### src/rtl/asi_pkg.sv
// shared types, constants and helpers for the adaptive sorted intersection block
`default_nettype none

package asi_pkg;

    localparam int MAX_LEN     = 64;
    localparam int VALUE_WIDTH = 32;
    localparam int IDX_W       = $clog2(MAX_LEN);
    localparam int CNT_W       = $clog2(MAX_LEN + 1);
    localparam int BL_W        = $clog2(CNT_W + 1);
    localparam int PROD_W      = CNT_W + BL_W;
    localparam int COST_W      = 9;

    localparam logic [1:0] OP_APPEND_A = 2'd0;
    localparam logic [1:0] OP_APPEND_B = 2'd1;
    localparam logic [1:0] OP_RUN      = 2'd2;

    localparam logic [1:0] METH_A_IN_B = 2'd0;
    localparam logic [1:0] METH_B_IN_A = 2'd1;
    localparam logic [1:0] METH_MERGE  = 2'd2;

    typedef struct packed {
        logic [1:0]  operation;
        logic [31:0] value;
    } cmd_t;

    typedef struct packed {
        logic [5:0]        match_index;
        logic              match_valid;
        logic [COST_W-1:0] cost;
        logic [1:0]        method;
        logic              overflowed;
        logic              last;
    } res_t;

    typedef struct packed {
        logic [CNT_W-1:0] na;
        logic [CNT_W-1:0] nb;
        logic             ovf;
    } lst_status_t;

    typedef struct packed {
        logic [IDX_W-1:0] a;
        logic [IDX_W-1:0] b;
    } rd_addr_t;

    typedef struct packed {
        logic lt;
        logic eq;
        logic gt;
    } cmp_res_t;

    // bit length of n, zero for zero
    function automatic logic [BL_W-1:0] bit_len(input logic [CNT_W-1:0] n);
        logic [BL_W-1:0] r;
        r = '0;
        for (int k = 0; k < CNT_W; k++)
        begin
            if (n[k])
            begin
                r = BL_W'(k + 1);
            end
        end
        return r;
    endfunction

endpackage

`default_nettype wire

### src/rtl/asi_lists.sv
// list storage: two value memories, fill counts and the dropped-append flag
`default_nettype none

module asi_lists (
    input  wire logic                             clk,
    input  wire logic                             rst_n,
    input  wire logic                             wr_en,
    input  wire asi_pkg::cmd_t                    cmd,
    input  wire asi_pkg::rd_addr_t                rd,
    output logic [asi_pkg::VALUE_WIDTH-1:0]       a_rdata,
    output logic [asi_pkg::VALUE_WIDTH-1:0]       b_rdata,
    output asi_pkg::lst_status_t                  status
);

    logic [asi_pkg::VALUE_WIDTH-1:0] mem_a [asi_pkg::MAX_LEN];
    logic [asi_pkg::VALUE_WIDTH-1:0] mem_b [asi_pkg::MAX_LEN];
    logic [asi_pkg::VALUE_WIDTH-1:0] a_rdata_reg;
    logic [asi_pkg::VALUE_WIDTH-1:0] b_rdata_reg;
    logic [asi_pkg::CNT_W-1:0]       count_a_reg;
    logic [asi_pkg::CNT_W-1:0]       count_b_reg;
    logic                            ovf_reg;
    logic                            a_full;
    logic                            b_full;
    logic                            wr_a;
    logic                            wr_b;
    logic [asi_pkg::VALUE_WIDTH-1:0] wr_value;

    assign a_full   = count_a_reg == asi_pkg::CNT_W'(asi_pkg::MAX_LEN);
    assign b_full   = count_b_reg == asi_pkg::CNT_W'(asi_pkg::MAX_LEN);
    assign wr_a     = wr_en && cmd.operation == asi_pkg::OP_APPEND_A && !a_full;
    assign wr_b     = wr_en && cmd.operation == asi_pkg::OP_APPEND_B && !b_full;
    assign wr_value = cmd.value[asi_pkg::VALUE_WIDTH-1:0];

    always_ff @(posedge clk)
    begin
        if (wr_a)
        begin
            mem_a[count_a_reg[asi_pkg::IDX_W-1:0]] <= wr_value;
        end
        if (wr_b)
        begin
            mem_b[count_b_reg[asi_pkg::IDX_W-1:0]] <= wr_value;
        end
        a_rdata_reg <= mem_a[rd.a];
        b_rdata_reg <= mem_b[rd.b];
    end

    always_ff @(posedge clk or negedge rst_n)
    begin
        if (!rst_n)
        begin
            count_a_reg <= '0;
            count_b_reg <= '0;
            ovf_reg     <= 1'b0;
        end
        else if (wr_en)
        begin
            case (cmd.operation)
                asi_pkg::OP_APPEND_A:
                begin
                    if (a_full)
                    begin
                        ovf_reg <= 1'b1;
                    end
                    else
                    begin
                        count_a_reg <= count_a_reg + 1'b1;
                    end
                end
                asi_pkg::OP_APPEND_B:
                begin
                    if (b_full)
                    begin
                        ovf_reg <= 1'b1;
                    end
                    else
                    begin
                        count_b_reg <= count_b_reg + 1'b1;
                    end
                end
                // the sequencer latches the counts on this same edge
                asi_pkg::OP_RUN:
                begin
                    count_a_reg <= '0;
                    count_b_reg <= '0;
                    ovf_reg     <= 1'b0;
                end
                default:
                begin
                end
            endcase
        end
    end

    assign a_rdata    = a_rdata_reg;
    assign b_rdata    = b_rdata_reg;
    assign status.na  = count_a_reg;
    assign status.nb  = count_b_reg;
    assign status.ovf = ovf_reg;

endmodule

`default_nettype wire

### src/rtl/asi_cmp.sv
// shared magnitude comparator between the two list read ports
`default_nettype none

module asi_cmp (
    input  wire logic [asi_pkg::VALUE_WIDTH-1:0] a,
    input  wire logic [asi_pkg::VALUE_WIDTH-1:0] b,
    output asi_pkg::cmp_res_t                    res
);

    assign res.lt = a < b;
    assign res.eq = a == b;
    assign res.gt = b < a;

endmodule

`default_nettype wire

### src/rtl/asi_seq.sv
// run sequencer: cost choice, binary search and merge steps, result emission
`default_nettype none

module asi_seq (
    input  wire logic                 clk,
    input  wire logic                 rst_n,
    input  wire logic                 start,
    input  wire asi_pkg::lst_status_t status,
    input  wire asi_pkg::cmp_res_t    cmp,
    input  wire logic                 out_free,
    output asi_pkg::rd_addr_t         rd,
    output logic                      busy,
    output logic                      emit,
    output asi_pkg::res_t             emit_item
);

    localparam logic [2:0] S_IDLE   = 3'd0;
    localparam logic [2:0] S_COST   = 3'd1;
    localparam logic [2:0] S_SEARCH = 3'd2;
    localparam logic [2:0] S_MERGE  = 3'd3;
    localparam logic [2:0] S_FINISH = 3'd4;

    localparam int CW = asi_pkg::CNT_W;
    localparam int IW = asi_pkg::IDX_W;
    localparam int PW = asi_pkg::PROD_W;

    logic [2:0]                  state_reg,  state_next;
    logic [1:0]                  method_reg, method_next;
    logic [asi_pkg::COST_W-1:0]  cost_reg,   cost_next;
    logic                        ovf_reg,    ovf_next;
    logic [CW-1:0]               na_reg,     na_next;
    logic [CW-1:0]               nb_reg,     nb_next;
    logic [CW-1:0]               idx_reg,    idx_next;
    logic [CW-1:0]               first_reg,  first_next;
    logic [CW-1:0]               len_reg,    len_next;
    logic                        pend_valid_reg, pend_valid_next;
    logic [IW-1:0]               pend_idx_reg,   pend_idx_next;

    logic [asi_pkg::BL_W-1:0]    bl_a;
    logic [asi_pkg::BL_W-1:0]    bl_b;
    logic [PW-1:0]               cost_a;
    logic [PW-1:0]               cost_b;
    logic [PW-1:0]               cost_m;
    logic [CW-1:0]               n_key;
    logic [CW-1:0]               n_probe;
    logic [CW-1:0]               half;
    logic                        probe_lt;
    logic                        hit;
    logic [IW-1:0]               hit_idx;
    logic                        found;
    logic [IW-1:0]               found_idx;
    logic                        blocked;
    logic [CW-1:0]               probe_addr;

    // costs from the latched counts
    assign bl_a   = asi_pkg::bit_len(na_reg);
    assign bl_b   = asi_pkg::bit_len(nb_reg);
    assign cost_a = PW'(na_reg) * PW'(bl_b);
    assign cost_b = PW'(nb_reg) * PW'(bl_a);
    assign cost_m = PW'(na_reg) + PW'(nb_reg);

    // search of A in B probes B with an A key, the other method the reverse
    assign n_key    = (method_reg == asi_pkg::METH_A_IN_B) ? na_reg : nb_reg;
    assign n_probe  = (method_reg == asi_pkg::METH_A_IN_B) ? nb_reg : na_reg;
    assign half     = {1'b0, len_reg[CW-1:1]};
    assign probe_lt = (method_reg == asi_pkg::METH_A_IN_B) ? cmp.gt : cmp.lt;
    assign hit      = (first_reg < n_probe) &&
                      ((method_reg == asi_pkg::METH_A_IN_B) ? !cmp.lt : cmp.eq);
    assign hit_idx  = (method_reg == asi_pkg::METH_A_IN_B) ? idx_reg[IW-1:0]
                                                            : first_reg[IW-1:0];

    always_comb
    begin
        state_next      = state_reg;
        method_next     = method_reg;
        cost_next       = cost_reg;
        ovf_next        = ovf_reg;
        na_next         = na_reg;
        nb_next         = nb_reg;
        idx_next        = idx_reg;
        first_next      = first_reg;
        len_next        = len_reg;
        pend_valid_next = pend_valid_reg;
        pend_idx_next   = pend_idx_reg;
        emit            = 1'b0;
        emit_item.match_index = pend_idx_reg;
        emit_item.match_valid = pend_valid_reg;
        emit_item.cost        = cost_reg;
        emit_item.method      = method_reg;
        emit_item.overflowed  = ovf_reg;
        emit_item.last        = 1'b0;
        found     = 1'b0;
        found_idx = hit_idx;

        case (state_reg)
            S_IDLE:
            begin
                if (start)
                begin
                    na_next    = status.na;
                    nb_next    = status.nb;
                    ovf_next   = status.ovf;
                    state_next = S_COST;
                end
            end
            S_COST:
            begin
                idx_next        = '0;
                first_next      = '0;
                pend_valid_next = 1'b0;
                if (cost_a < cost_m && cost_a < cost_b)
                begin
                    method_next = asi_pkg::METH_A_IN_B;
                    cost_next   = asi_pkg::COST_W'(cost_a);
                    len_next    = nb_reg;
                    state_next  = (na_reg == '0) ? S_FINISH : S_SEARCH;
                end
                else if (cost_b < cost_m)
                begin
                    method_next = asi_pkg::METH_B_IN_A;
                    cost_next   = asi_pkg::COST_W'(cost_b);
                    len_next    = na_reg;
                    state_next  = (nb_reg == '0) ? S_FINISH : S_SEARCH;
                end
                else
                begin
                    method_next = asi_pkg::METH_MERGE;
                    cost_next   = asi_pkg::COST_W'(cost_m);
                    state_next  = (na_reg == '0 || nb_reg == '0) ? S_FINISH : S_MERGE;
                end
            end
            S_SEARCH:
            begin
                if (len_reg != '0)
                begin
                    if (probe_lt)
                    begin
                        first_next = first_reg + half + 1'b1;
                        len_next   = len_reg - half - 1'b1;
                    end
                    else
                    begin
                        len_next = half;
                    end
                end
                else
                begin
                    // probe already sits at the lower bound
                    found = hit;
                    if (!(found && pend_valid_reg && !out_free))
                    begin
                        idx_next   = idx_reg + 1'b1;
                        first_next = '0;
                        len_next   = n_probe;
                        if (idx_reg + 1'b1 == n_key)
                        begin
                            state_next = S_FINISH;
                        end
                    end
                end
            end
            S_MERGE:
            begin
                found     = cmp.eq;
                found_idx = idx_reg[IW-1:0];
                if (!(found && pend_valid_reg && !out_free))
                begin
                    if (cmp.eq)
                    begin
                        idx_next   = idx_reg + 1'b1;
                        first_next = first_reg + 1'b1;
                    end
                    else if (cmp.lt)
                    begin
                        idx_next = idx_reg + 1'b1;
                    end
                    else
                    begin
                        first_next = first_reg + 1'b1;
                    end
                    if (idx_next == na_reg || first_next == nb_reg)
                    begin
                        state_next = S_FINISH;
                    end
                end
            end
            S_FINISH:
            begin
                if (out_free)
                begin
                    emit                  = 1'b1;
                    emit_item.match_index = pend_valid_reg ? pend_idx_reg : '0;
                    emit_item.last        = 1'b1;
                    pend_valid_next       = 1'b0;
                    state_next            = S_IDLE;
                end
            end
            default:
            begin
                state_next = S_IDLE;
            end
        endcase

        // one match is held back so the final one can carry last
        blocked = found && pend_valid_reg && !out_free;
        if (found && !blocked)
        begin
            emit            = pend_valid_reg;
            pend_valid_next = 1'b1;
            pend_idx_next   = found_idx;
        end
    end

    assign probe_addr = first_next + {1'b0, len_next[CW-1:1]};

    always_comb
    begin
        if (method_next == asi_pkg::METH_B_IN_A)
        begin
            rd.a = probe_addr[IW-1:0];
            rd.b = idx_next[IW-1:0];
        end
        else if (method_next == asi_pkg::METH_A_IN_B)
        begin
            rd.a = idx_next[IW-1:0];
            rd.b = probe_addr[IW-1:0];
        end
        else
        begin
            rd.a = idx_next[IW-1:0];
            rd.b = first_next[IW-1:0];
        end
    end

    assign busy = state_reg != S_IDLE;

    always_ff @(posedge clk or negedge rst_n)
    begin
        if (!rst_n)
        begin
            state_reg      <= S_IDLE;
            method_reg     <= asi_pkg::METH_A_IN_B;
            cost_reg       <= '0;
            ovf_reg        <= 1'b0;
            na_reg         <= '0;
            nb_reg         <= '0;
            idx_reg        <= '0;
            first_reg      <= '0;
            len_reg        <= '0;
            pend_valid_reg <= 1'b0;
            pend_idx_reg   <= '0;
        end
        else
        begin
            state_reg      <= state_next;
            method_reg     <= method_next;
            cost_reg       <= cost_next;
            ovf_reg        <= ovf_next;
            na_reg         <= na_next;
            nb_reg         <= nb_next;
            idx_reg        <= idx_next;
            first_reg      <= first_next;
            len_reg        <= len_next;
            pend_valid_reg <= pend_valid_next;
            pend_idx_reg   <= pend_idx_next;
        end
    end

`ifndef NO_ASSERTIONS
    a_start_to_cost: assert property (@(posedge clk) disable iff (!rst_n)
        start |=> state_reg == S_COST)
        else $error("run request did not start cost selection");

    a_emit_when_running: assert property (@(posedge clk) disable iff (!rst_n)
        emit |-> (state_reg == S_SEARCH || state_reg == S_MERGE || state_reg == S_FINISH))
        else $error("result emitted outside a run");

    a_last_ends_run: assert property (@(posedge clk) disable iff (!rst_n)
        (emit && emit_item.last) |=> state_reg == S_IDLE)
        else $error("run did not end after final result");

    a_search_window: assert property (@(posedge clk) disable iff (!rst_n)
        state_reg == S_SEARCH |->
            ({1'b0, first_reg} + {1'b0, len_reg}) <= {1'b0, n_probe})
        else $error("search window beyond list length");

    a_merge_bounds: assert property (@(posedge clk) disable iff (!rst_n)
        state_reg == S_MERGE |-> (idx_reg < na_reg && first_reg < nb_reg))
        else $error("merge position beyond list length");
`endif

endmodule

`default_nettype wire

### src/rtl/adaptive_sorted_intersection.sv
// cmd_stall stays low while idle, so appends go one per cycle
// run: the counts are latched and the cost choice is made, then each key is binary
//   searched or the lists are merged, then the run closes with a last result;
//   res_stall holds the sequencer while a result waits
// cmd_stall is high for the whole run; results leave through one output register
// reset clears counts, overflow flag, sequencer and output valid; list contents undefined
`default_nettype none

module adaptive_sorted_intersection (
    input  wire logic          clk,
    input  wire logic          rst_n,
    input  wire logic          cmd_valid,
    output logic               cmd_stall,
    input  wire asi_pkg::cmd_t cmd,
    output logic               res_valid,
    input  wire logic          res_stall,
    output asi_pkg::res_t      res
);

    logic                            cmd_accept;
    logic                            start;
    logic                            busy;
    logic                            emit;
    logic                            out_free;
    asi_pkg::res_t                   emit_item;
    asi_pkg::rd_addr_t               rd;
    asi_pkg::lst_status_t            status;
    asi_pkg::cmp_res_t               cmp;
    logic [asi_pkg::VALUE_WIDTH-1:0] a_rdata;
    logic [asi_pkg::VALUE_WIDTH-1:0] b_rdata;
    logic                            res_valid_reg;
    asi_pkg::res_t                   res_reg;

    assign cmd_stall  = busy;
    assign cmd_accept = cmd_valid && !cmd_stall;
    assign start      = cmd_accept && cmd.operation == asi_pkg::OP_RUN;
    assign out_free   = !res_valid_reg || !res_stall;

    asi_lists u_lists (
        .clk     (clk),
        .rst_n   (rst_n),
        .wr_en   (cmd_accept),
        .cmd     (cmd),
        .rd      (rd),
        .a_rdata (a_rdata),
        .b_rdata (b_rdata),
        .status  (status)
    );

    asi_cmp u_cmp (
        .a   (a_rdata),
        .b   (b_rdata),
        .res (cmp)
    );

    asi_seq u_seq (
        .clk       (clk),
        .rst_n     (rst_n),
        .start     (start),
        .status    (status),
        .cmp       (cmp),
        .out_free  (out_free),
        .rd        (rd),
        .busy      (busy),
        .emit      (emit),
        .emit_item (emit_item)
    );

    always_ff @(posedge clk or negedge rst_n)
    begin
        if (!rst_n)
        begin
            res_valid_reg <= 1'b0;
        end
        else if (emit)
        begin
            res_valid_reg <= 1'b1;
        end
        else if (!res_stall)
        begin
            res_valid_reg <= 1'b0;
        end
    end

    always_ff @(posedge clk)
    begin
        if (emit)
        begin
            res_reg <= emit_item;
        end
    end

    assign res_valid = res_valid_reg;
    assign res       = res_reg;

endmodule

`default_nettype wire

### config.mk
export PLATFORM = sky130hd
export DESIGN_NAME = adaptive_sorted_intersection
export DESIGN_NICKNAME = d
export VERILOG_FILES = /design/src/rtl/asi_pkg.sv /design/src/rtl/asi_lists.sv /design/src/rtl/asi_cmp.sv /design/src/rtl/asi_seq.sv /design/src/rtl/adaptive_sorted_intersection.sv
export SDC_FILE = /design/constraint.sdc
export NUM_CORES = 2
export LEC_CHECK = 0
export ABC_AREA = 0
export BUFFER_PORTS_ARGS = -buffer_cell sky130_fd_sc_hd__buf_2
export CORE_MARGIN = 3
export CORE_UTILIZATION = 50
export CTS_BUF_LIST = sky130_fd_sc_hd__clkbuf_16
export CTS_CLUSTER_DIAMETER = 150
export CTS_CLUSTER_SIZE = 14
export DETAILED_ROUTE_END_ITERATION = 12
export HOLD_SLACK_MARGIN = 0.15
export PLACE_DENSITY_LB_ADDON = 0.08
export SLEW_MARGIN = 20
export SYNTH_ARGS = -nofsm -noshare
export SYNTH_HDL_FRONTEND = slang
export SYNTH_SLANG_ARGS = --single-unit
### constraint.sdc
create_clock -name clk -period 8.71 [get_ports clk]
set_input_delay 1.3065 -clock clk [delete_from_list [all_inputs] [get_ports clk]]
set_output_delay 1.3065 -clock clk [all_outputs]
set_load 0.005 [all_outputs]
==> results by group <==
Outcome
  • Run status: finished, final reports clean

Synthesis
  • Count of different cell masters after synthesis: 110
  • Mean cell area of the mapped netlist: 13.7 um2
  • Number of warnings reported in the yosys synthesis log: 0
  • Total nets after synthesis: about 13000
  • Area share of the largest cell type after synthesis: 72.2%
  • Gate count of the mapped netlist: 12502
  • FF+latch count, synth: roughly 4300
  • Synth Cell Area: ~170000 um2
  • Sequential-to-total area share from yosys stat: roughly three quarters
  • Number of enable-type register cells in the synthesized netlist: roughly 4100
  • Main synth FF type: sky130_fd_sc_hd__edfxtp_1
  • Most repeated cell in the gate-level netlist after synthesis: sky130_fd_sc_hd__edfxtp_1
  • Most frequent cells after synthesis: sky130_fd_sc_hd__edfxtp_1 (4116), sky130_fd_sc_hd__nand2_1 (3039), sky130_fd_sc_hd__nand3_1 (855)
  • Synth async-reset ratio: under 10%
  • Leading cell types by total area after synthesis: sky130_fd_sc_hd__edfxtp_1 (72%), sky130_fd_sc_hd__nand2_1 (6.7%), sky130_fd_sc_hd__nand3_1 (2.5%)
  • Area leader, netlist: sky130_fd_sc_hd__edfxtp_1

Power
  • Largest voltage drop on the vdd net: roughly 0.00018 V
  • Leakage power of the design: between 0.06 and 0.07 uW
  • Power per cell area: 187 nW/um2

Timing
  • Final setup violation count: 0
  • Clock skew: about 57 ps
  • Final period utilization: between 90% and 100%
  • RSZ-0062 raised after global routing: true
  • Fmax: approximately 0.12 GHz
  • Final-report hold violation count: 0
  • Final-layout setup total negative slack: 0 ps
  • Max-slew headroom: 19.1%
  • Worst Tran Pin Value: ~1200 ps
  • Max-slew violations: 0
  • Shortest clock period the worst path allows after layout: approximately 8500 ps
  • Worst hold slack after final layout: approximately 390 ps

Floorplan
  • Floorplan die width: 591 um
  • Die Y-Extent: 591 um
  • Row Count: about 210
  • Number of I/O pins: 60
  • Core Area: around 340000 um2
  • Starting density of the core: between 50% and 60%
  • Overall die area: approximately 350000 um2

Setup path
  • CP max-delay cell: sky130_fd_sc_hd__fa_1
  • Worst path arrival time: 9300 ps
  • Largest delay contributor family on the critical path: compound AO/OA/AOI/OAI gates
  • Worst Path Required: around 9500 ps
  • Number of buffers and inverters on the critical path: 8
  • Maximum single-stage delay on the critical path: roughly 540 ps
  • CP most frequent cell: sky130_fd_sc_hd__buf_4
  • Sort of element at the start of the critical path: flop
  • Largest fanout on the critical path: 34
  • Crit path capture type: flop
  • Path type of the worst setup path: reg -> reg

CTS
  • Number of hold buffers added after cts: 0
  • Reg clk slew, reported paths: roughly 80 ps
  • Clock latency reported for the late side of the worst-skew pair: approximately 970 ps
  • CTS root buf: sky130_fd_sc_hd__clkbuf_16
  • Number of buffers created by CTS: between 300 and 400
  • Count of clock tree sinks: around 4300
  • Clock tree from TritonCTS: done
  • Number of levels in the clock H-tree: 5
  • Clock tree buffer depth: 4

Cells and area
  • Final core utilization: between 50% and 60%
  • Final Net Count: 13616
  • Proportion of layout cells with a drive suffix above 1: around 16%
  • FF+latch area: 127000 um2
  • Footprint of the multi-input gates: between 40000 and 50000 um2
  • Area added between synthesis and finish: 16.1%
  • Filler cell count: ~27000

Drt
  • Initial drt markers: between 10000 and 15000
  • Total DRC errors in the routed layout: 0
  • Routed WL per cell: about 31 um
  • Detailed-routing iteration count for the pre-antenna-repair pass: 8
  • Avg Vias per Cell: 6.24
  • Overall via count from detail_route: ~110k
  • Total Wirelength: ~560000 um
  • Remaining number of nets flagged by the antenna check after routing: 0

Placed design
  • DPL Wire Length: about 350000 um
  • Count of buffers from port buffering: just under 60
  • Final Wtd Congestion: 0.901

Global routing
  • Overflow left after global routing: 0
  • Total Routing Usage GR: around a third
  • Wire length of the first global-routing pass: 791000 um
  • Via count of the first global-routing pass: roughly 110k
  • Largest net degree at the start of global routing: between 90 and 100
  • Number of antenna violations at the first check in global routing: 54

Flow run
  • Max-cap violation count: 0

Hold path
  • Min-Delay Path Class: in -> async
## metal layers
metal,track usage (%),up-vias,wire length (um)
met1,43.9,57723,225000
met5,0,-,136
li1,-,48976,-
met2,49.5,5674,259000
met4,12.6,20,25500
met3,5.09,1021,52600
## per-stage QoR
stage / area (um2) / instances / power, uW / setup WS (ps)
after floorplan: 171000 / 12502 / 22900 / 772
after global placement: 187000 / 17579 / 23300 / -744
after detailed placement: 188000 / 17588 / 23300 / -612
after CTS: 198000 / 18105 / 37400 / -3.57
after global routing: 199000 / 18156 / 38100 / -99.9
final: 199000 / 18179 / 37200 / 239
## path summary, 6_finish.rpt
check / start / slack [ps] / end / depth (start not counted)
setup / recovery: u_seq.na_reg[0]$_DFFE_PN0P_ / 240 / u_lists.b_rdata[6]$_DFF_P_ / 40
min in group clk: u_seq.cost_reg[3]$_DFFE_PN0P_ / 460 / res[7]$_DFFE_PP_ / 0
hold reg to reg: u_seq.cost_reg[3]$_DFFE_PN0P_ / 460 / res[7]$_DFFE_PP_ / 0
hold / removal: rst_n / 390 / u_seq.cost_reg[8]$_DFFE_PN0P_ / 1
setup reg to reg: u_seq.na_reg[0]$_DFFE_PN0P_ / 240 / u_lists.b_rdata[6]$_DFF_P_ / 40
max in group asynchronous: rst_n / 7790 / u_lists.count_b_reg[5]$_DFFE_PN0P_ / 1
## kinds of logic after synthesis
logic type	Yosys count	synth area share (%)
and+or+nand+nor	4663	11.6
DFF	4253	74.0
AOI/OAI and AO/OA	2019	8.25
buffers and inverters	955	2.35
muxes	418	2.48
adders and majority gates	127	0.997
xor gates and xnor gates	67	0.343
## cell usage in the layout, fill, tap and decap left out, types with 49 or more instances in the layout
| master | Yosys | layout |
|---|---|---|
| sky130_fd_sc_hd__a2111oi_0 | 65 | 61 |
| sky130_fd_sc_hd__a211oi_1 | 89 | 72 |
| sky130_fd_sc_hd__a21oi_1 | 379 | 349 |
| sky130_fd_sc_hd__a221oi_1 | 67 | 65 |
| sky130_fd_sc_hd__a22oi_1 | 297 | 278 |
| sky130_fd_sc_hd__a311oi_1 | 147 | 142 |
| sky130_fd_sc_hd__a31oi_1 | 385 | 378 |
| sky130_fd_sc_hd__a32oi_1 | 114 | 113 |
| sky130_fd_sc_hd__and3_1 | 167 | 167 |
| sky130_fd_sc_hd__buf_12 | 0 | 206 |
| sky130_fd_sc_hd__buf_4 | 28 | 1178 |
| sky130_fd_sc_hd__clkbuf_16 | 0 | 359 |
| sky130_fd_sc_hd__dfrtp_1 | 73 | 73 |
| sky130_fd_sc_hd__dfxtp_1 | 64 | 64 |
| sky130_fd_sc_hd__edfxtp_1 | 4116 | 4116 |
| sky130_fd_sc_hd__ha_1 | 110 | 107 |
| sky130_fd_sc_hd__inv_1 | 104 | 239 |
| sky130_fd_sc_hd__mux2i_1 | 403 | 400 |
| sky130_fd_sc_hd__nand2_1 | 3039 | 3035 |
| sky130_fd_sc_hd__nand3_1 | 855 | 851 |
| sky130_fd_sc_hd__nand4_1 | 49 | 49 |
| sky130_fd_sc_hd__nor2_1 | 218 | 82 |
| sky130_fd_sc_hd__nor2_4 | 0 | 134 |
| sky130_fd_sc_hd__nor3_1 | 174 | 169 |
| sky130_fd_sc_hd__o21ai_0 | 162 | 144 |
## report_power, final
group               switching, uW  total [uW]  internal [uW]
Sequential     0.0000000000000310       22400          22400
Clock                        7090       14400           7260
Combinational                 430         453           23.7
Total                        7520       37200          29700
## area by class of cell
type                       count  share of cell area [%]
inverter                     106                   0.200
multi-input combinational   7297                    21.4
timing repair buffer        1452                    6.98
tap                         4536                    2.85
antenna                       28                  0.0352
clock buffer                 353                    4.44
sequential                  4253                    63.7
clock inverter               154                   0.400
## timing repair
item	CTS	global route
setup endpoints to repair	64	64
setup buffers	9	36
gates cloned	2	8
hold endpoints to repair	0	0
resized for setup	80	94
pin swaps	14	31
(Power assumes the default switching activity.)
